<file path="src/sv/frs_pkg.sv">
// Package for the flow RTT statistics histogram block.
// Types, sizing constants, controller/datapath structs and the bucket function.
// No dependencies.
package frs_pkg;

  localparam int FLOW_ENTRIES = 1024;
  localparam int HIST_BUCKETS = 27;

  localparam int IDX_W   = (FLOW_ENTRIES > 1) ? $clog2(FLOW_ENTRIES) : 1;
  localparam int CNT_W   = $clog2(FLOW_ENTRIES + 1);
  localparam int HADDR_W = (FLOW_ENTRIES * HIST_BUCKETS > 1) ?
                           $clog2(FLOW_ENTRIES * HIST_BUCKETS) : 1;
  localparam int BKT_W   = 5;
  localparam int RTT_W   = 29;
  localparam int KEY_W   = 96;

  typedef struct packed {
    logic [31:0] source_ip;
    logic [31:0] dest_ip;
    logic [15:0] source_port;
    logic [15:0] dest_port;
    logic [31:0] smoothed_rtt_x8;
  } frs_in_t;

  typedef struct packed {
    logic [RTT_W-1:0] rtt_sample_us;
    logic [63:0]      sample_count;
    logic [63:0]      rtt_sum_us;
    logic [RTT_W-1:0] rtt_min_us;
    logic [RTT_W-1:0] rtt_max_us;
    logic [BKT_W-1:0] bucket_index;
    logic [31:0]      bucket_count;
    logic             new_flow;
    logic             table_full_drop;
  } frs_out_t;

  // per-entry stats word; bkt_seen marks buckets written since insert
  typedef struct packed {
    logic [63:0]             sum;
    logic [63:0]             count;
    logic [RTT_W-1:0]        min;
    logic [RTT_W-1:0]        max;
    logic [HIST_BUCKETS-1:0] bkt_seen;
  } frs_stats_t;

  typedef struct packed {
    logic load;
    logic scan_inc;
    logic set_hit;
    logic set_new;
    logic set_drop;
    logic calc_addr;
    logic commit;
  } frs_cmd_t;

  typedef struct packed {
    logic zero_in;
    logic scan_end;
    logic key_match;
    logic full;
    logic out_busy;
  } frs_sts_t;

  // floor(log2(v)) by binary search, capped at last bucket
  function automatic logic [BKT_W-1:0] bucket_of(input logic [RTT_W-1:0] x);
    logic [RTT_W-1:0] v;
    logic [BKT_W-1:0] r;
    v = x;
    r = '0;
    if (|v[28:16]) begin r = r | BKT_W'(16); v = v >> 16; end
    if (|v[15:8])  begin r = r | BKT_W'(8);  v = v >> 8;  end
    if (|v[7:4])   begin r = r | BKT_W'(4);  v = v >> 4;  end
    if (|v[3:2])   begin r = r | BKT_W'(2);  v = v >> 2;  end
    if (v[1])      begin r = r | BKT_W'(1);  end
    if (r > BKT_W'(HIST_BUCKETS - 1)) r = BKT_W'(HIST_BUCKETS - 1);
    return r;
  endfunction

endpackage

</file>
<file path="src/sv/frs_ctrl.sv">
// Controller FSM: accept, linear key scan, stats read, commit.
// Depends on frs_pkg.
module frs_ctrl (
  input  logic              clk,
  input  logic              rst_n,
  input  logic              in_valid,
  output logic              in_ready,
  input  frs_pkg::frs_sts_t sts,
  output frs_pkg::frs_cmd_t cmd
);
  import frs_pkg::*;

  typedef enum logic [5:0] {
    S_IDLE = 6'b000001,
    S_RD   = 6'b000010,
    S_CMP  = 6'b000100,
    S_ADDR = 6'b001000,
    S_URD  = 6'b010000,
    S_WR   = 6'b100000
  } state_t;

  state_t state_r, state_nxt;

  assign in_ready = (state_r == S_IDLE);

  always_comb begin
    state_nxt = state_r;
    cmd       = '0;
    unique case (state_r)
      S_IDLE: begin
        if (in_valid) begin
          cmd.load = 1'b1;
          if (!sts.zero_in) state_nxt = S_RD;
        end
      end
      S_RD: begin
        if (sts.scan_end) begin
          if (sts.full) begin
            cmd.set_drop = 1'b1;
            state_nxt    = S_WR;
          end else begin
            cmd.set_new = 1'b1;
            state_nxt   = S_ADDR;
          end
        end else begin
          state_nxt = S_CMP;
        end
      end
      S_CMP: begin
        if (sts.key_match) begin
          cmd.set_hit = 1'b1;
          state_nxt   = S_ADDR;
        end else begin
          cmd.scan_inc = 1'b1;
          state_nxt    = S_RD;
        end
      end
      S_ADDR: begin
        cmd.calc_addr = 1'b1;
        state_nxt     = S_URD;
      end
      S_URD: state_nxt = S_WR;
      S_WR: begin
        if (!sts.out_busy) begin
          cmd.commit = 1'b1;
          state_nxt  = S_IDLE;
        end
      end
      default: state_nxt = S_IDLE;
    endcase
  end

  always_ff @(posedge clk) begin
    if (!rst_n) state_r <= S_IDLE;
    else        state_r <= state_nxt;
  end

endmodule

</file>
<file path="config.mk">
export PLATFORM = sky130hd
export DESIGN_NAME = frs_ctrl
export DESIGN_NICKNAME = d
export VERILOG_FILES = /design/src/sv/frs_pkg.sv /design/src/sv/frs_ctrl.sv
export SDC_FILE = /design/constraint.sdc
export NUM_CORES = 1
export LEC_CHECK = 0
export ABC_CLOCK_PERIOD_IN_PS = 1400
export BUFFER_PORTS_ARGS = -buffer_cell sky130_fd_sc_hd__buf_4
export CAP_MARGIN = 20
export CORE_AREA = 2 2 39 41
export CTS_BUF_LIST = sky130_fd_sc_hd__clkbuf_4 sky130_fd_sc_hd__clkbuf_8
export DETAILED_ROUTE_END_ITERATION = 6
export DIE_AREA = 0 0 41 43
export PLACE_DENSITY = 0.59
export SKIP_LAST_GASP = 1
export SYNTH_ARGS = -nofsm -noshare
export SYNTH_HDL_FRONTEND = slang
export SYNTH_SLANG_ARGS = --single-unit
</file>
<file path="constraint.sdc">
create_clock -name clk -period 1.4 [get_ports clk]
set_input_delay 0.14 -clock clk [delete_from_list [all_inputs] [get_ports clk]]
set_output_delay 0.14 -clock clk [all_outputs]
set_load 0.005 [all_outputs]
</file>
### Word-level counts from Yosys, hierarchy flattened

Index checks and enable logic that the tools add are counted.

* input port bits: 8
* register bits after elaboration: 6
* output and inout bits: 8

* eq/ne operators: 9
* reductions and logical operators: 1
* muxes and demuxes: 19

Operators by type and width (count)
* $pmux W6 S6: 1
* $mux W6: 5
* $mux W1: 9
* $eq A6 B1 Y1 const B: 1
* $eq A6 B2 Y1 const B: 1
* $eq A6 B3 Y1 const B: 1
* $eq A6 B4 Y1 const B: 1
* $eq A6 B5 Y1 const B: 1
* $eq A6 B6 Y1 const B: 1
* $mux W2: 3
* $ne A2 B2 Y1 const B: 3
* $mux W4: 1
* $reduce_and A3 Y1: 1

### Logic depth before layout (Yosys ltp)

* depth after elaboration: 3
* mapped depth: 5
* gate-level depth less buffers: 4

### Worst setup path after synthesis

OpenSTA, ideal clock, no wires.

* path type: reg-to-output
* from: register state_r[5]
* to: output port cmd[6] (netlist name)
* buffers on the path: 1
* data required time: 1.260 ns
* cell stages (with the launch flop): 6
* slack: 0.295 ns
* arrival time: 0.965 ns
* path through: dfxtp_1 > buf_4 > nor3_2 > nand3_1 > inv_1 > and2_1

RTL lines
* from (decl): RTL line frs_ctrl.sv:22 `state_t state_r, state_nxt;`
* from (signal assigned): RTL line frs_ctrl.sv:75 `else state_r <= state_nxt;`
* to (decl): RTL line frs_ctrl.sv:9 `output frs_pkg::frs_cmd_t cmd`

==> out/qor.csv <==
stage;metric;value;unit
run_status;status;finished, violations left;
run_status;failing checks;setup timing;
sta;slew margin rel.;0.787;
power_and_ir_drop;Clk pwr share;0.212;
clocking;H-tree levels;1;
die;# IOs;16;
critical_path;Crit Path Class;reg2out;
critical_path;critical path's top delay family;simple AND/OR/NAND/NOR gates;
detailed_routing;DR top layer;met4;
sta;Final Hold Viols;0;
yosys;prevailing post-synth register cell;dfxtp_1;
grt;largest net degree at the start of global routing;9;
cells_and_area;Final Non-Filler Cells;97;
sta;Setup-failing EPs final;2;
clocking;Clock Tree Buf Depth;2;
placement;pre-CTS WS;84.2;ps
detailed_routing;drt drc;0;
power_and_ir_drop;Internal;0.490;mW
critical_path;CP Launch Type;flip-flop;
sta;Worst Tran Pin Value;315;ps
cells_and_area;# nets final;91;
critical_path;FF-to-FF Start;state_r[1];
hold_path;Hold Startpoint;sts[3];
detailed_routing;Initial DRC Count;3;
critical_path;Critical Path RT;1260;ps
power_and_ir_drop;Seq pwr share;0.307;
power_and_ir_drop;P_leak;0.357;nW
clocking;root buf cell;clkbuf_4;
cells_and_area;max reg flops;6;
detailed_routing;routed wire length;1.44;mm
critical_path;CP arrival;1290;ps
grt;first-pass GRT wire length;2.06;mm
sta;max-slew violation count;0;
power_and_ir_drop;Design Power;0.732;mW
yosys;register area share after synthesis;0.266;
grt;initial antenna violation count;0;
critical_path;CP Cell Sequence;nor4_4 > nand3_2 > inv_1 > buf_4;
sta;Max Clk Rate;699;MHz
yosys;post-synth cell types;31;
sta;final setup TNS;-47.0;ps
hold_path;worst hold path type;in2reg;
die;core area;1380;sq um
yosys;synth top area cells;dfxtp_1 27%, inv_1 5.8%, a211oi_2 5.5%, nand3_1 4.4%, and3b_1 3.9%;
critical_path;crit path buf inv count;2;
power_and_ir_drop;Max VDD drop;618;uV
sta;Tcrit/Tclk final;1.02;
yosys;post-synth net total;63;
die;die area;1760;sq um
clocking;post-cts hold buffer count;0;
critical_path;critical path's largest stage delay;380;ps
cells_and_area;Biggest register;state_r;
critical_path;Max FO, Critical Path;7;
clocking;CTS Buf Count;3;
clocking;clock sink count;6;
clocking;TritonCTS clock tree;done;
yosys;Async SR Flop Fraction;0;
sta;RSZ-0062 raised after global routing;true;
clocking;clk slew on worst S/H paths;50;ps
grt;GRT Residual Overflow;0;
yosys;largest area contributor in the netlist;dfxtp_1;
die;initial core utilization;0.326;
detailed_routing;Post-Route M1 WL;577;microns
placement;# port buffers;15;
die;Die Width;41;microns
power_and_ir_drop;combinational share of power;0.481;
sta;final setup margin;-31.5;ps
yosys;syn_area_per_cell;8.21;sq um
sta;minimum clock period;1430;ps
sta;Hold Worst Slack;74.6;ps
cells_and_area;layout cell share with drive strength beyond 1;0.617;
die;die height;43;microns
yosys;number of synthesized flops with an enable pin;0;
detailed_routing;met3 wire len;100;microns
die;std cell rows;14;
yosys;share of the synthesized area in the top cell type;0.266;
power_and_ir_drop;pwr/cell area;972;nW/um^2
yosys;Syn. warnings;0;
cells_and_area;Antenna Diode Count;0;
placement;HPWL Detailed;811;microns
cells_and_area;Regs by FF count;state_r (6);
critical_path;CP max-delay cell;dfxtp_4;
grt;number of global-route vias before repair;492;
yosys;synthesized instance count;55;
critical_path;crit path launch;state_r[5];
power_and_ir_drop;Sw Ratio;0.331;
detailed_routing;drt wl/cell;14.8;microns
detailed_routing;wire length on met2;709;microns
detailed_routing;Post-DRT Antenna Nets;0;
detailed_routing;via count;508;
power_and_ir_drop;P_sw;0.242;mW
placement;placed cells;82;
yosys;Cell Area, Synth;452;sq um
clocking;clk_lat worst skew;240;ps
placement;global placer's final weighted congestion;0.750;
critical_path;crit end category;output pin;
yosys;Yosys reg bits;6;
detailed_routing;drt first pass iters;4;
cells_and_area;P&R area growth vs syn;66.8;%
sta;skew final;4.82;ps
grt;All-Layer GR Usage;0.182;
detailed_routing;Vias/cell;5.24;
run;total of max-cap violations;0;
==> cell usage after synthesis, types with 2 or more instances <==
cell type,n
dfxtp_1,6
nor3_1,2
inv_1,7
nand3_1,4
nor2_1,4
a211oi_2,2
and3b_1,2
o21ai_0,3
buf_2,2
nor2b_1,2
==> metrics by stage <==
step                       util  instance area (sq um)
after floorplan               -                    452
after global placement    0.401                    556
after detailed placement  0.401                    556
after CTS                 0.487                    674
after global routing      0.544                    753
final                     0.544                    753
==> worst reg2reg max path, stage by stage, from the launching register on <==
cell	delay (ps)
dfxtp_4	370
nor3_4	260
buf_6	150
buf_4	100
a41o_1	260
a211oi_2	70
==> final timing paths <==
path                     end  slack, ps  cells past startpoint
hold / removal    state_r[2]         70                      2
hold reg to reg   state_r[2]        570                      3
setup reg to reg  state_r[3]         60                      5
setup / recovery      cmd[4]        -30                      4
==> routing by layer <==
metal,up-vias,track usage
met5,-,0
met4,0,0.133
met3,6,0.0628
met2,25,0.275
met1,228,0.198
li1,249,-
==> power by group through the flow <==
stage	Sequential [mW]	Combinational [mW]	Clock [mW]
2_1_floorplan	0.201	0.141	0
3_3_place_gp	0.223	0.189	0
3_5_place_dp	0.223	0.187	0
4_1_cts	0.223	0.257	0.161
5_1_grt	0.226	0.373	0.174
6_report	0.225	0.352	0.155
==> cell usage in the layout (no fill, tap or decap), drive strengths merged, types with 2 or more instances in the layout <==
cell type and n:
inv 7, buf 27, nor2 4, clkbuf 3, nand3 4, nor4 2
and3b 2, o21ai 3, nor2b 2, nor3 4, a211oi 2, dfxtp 6
==> cell type report <==
cell class,count,area (sq um)
Timing Repair Buffer,27,214
Sequential cell,6,140
Tap cell,16,20.0
Fill cell,135,631
Inverter,7,26.3
Multi-Input combinational cell,38,330
Clock buffer,3,22.5
==> cell families (layout without fill, tap and decap cells) <==
| family | after synthesis | in the layout | synth area share |
|---|---|---|---|
| simple gates | 27 | 27 | 0.418 |
| buf+inv | 11 | 37 | 0.122 |
| compound gates | 10 | 10 | 0.175 |
| flops | 6 | 6 | 0.266 |
| xor+xnor | 1 | 1 | 0.0194 |
==> timing repair <==
| action | 4_1_cts | 5_1_grt |
|---|---|---|
| resized for setup | 14 | 12 |
| endpoints found under the setup margin | 7 | 8 |
| buffers inserted | 7 | 6 |
| pin swaps | 5 | 7 |
Note: power is estimated with default switching activity, not from simulation.
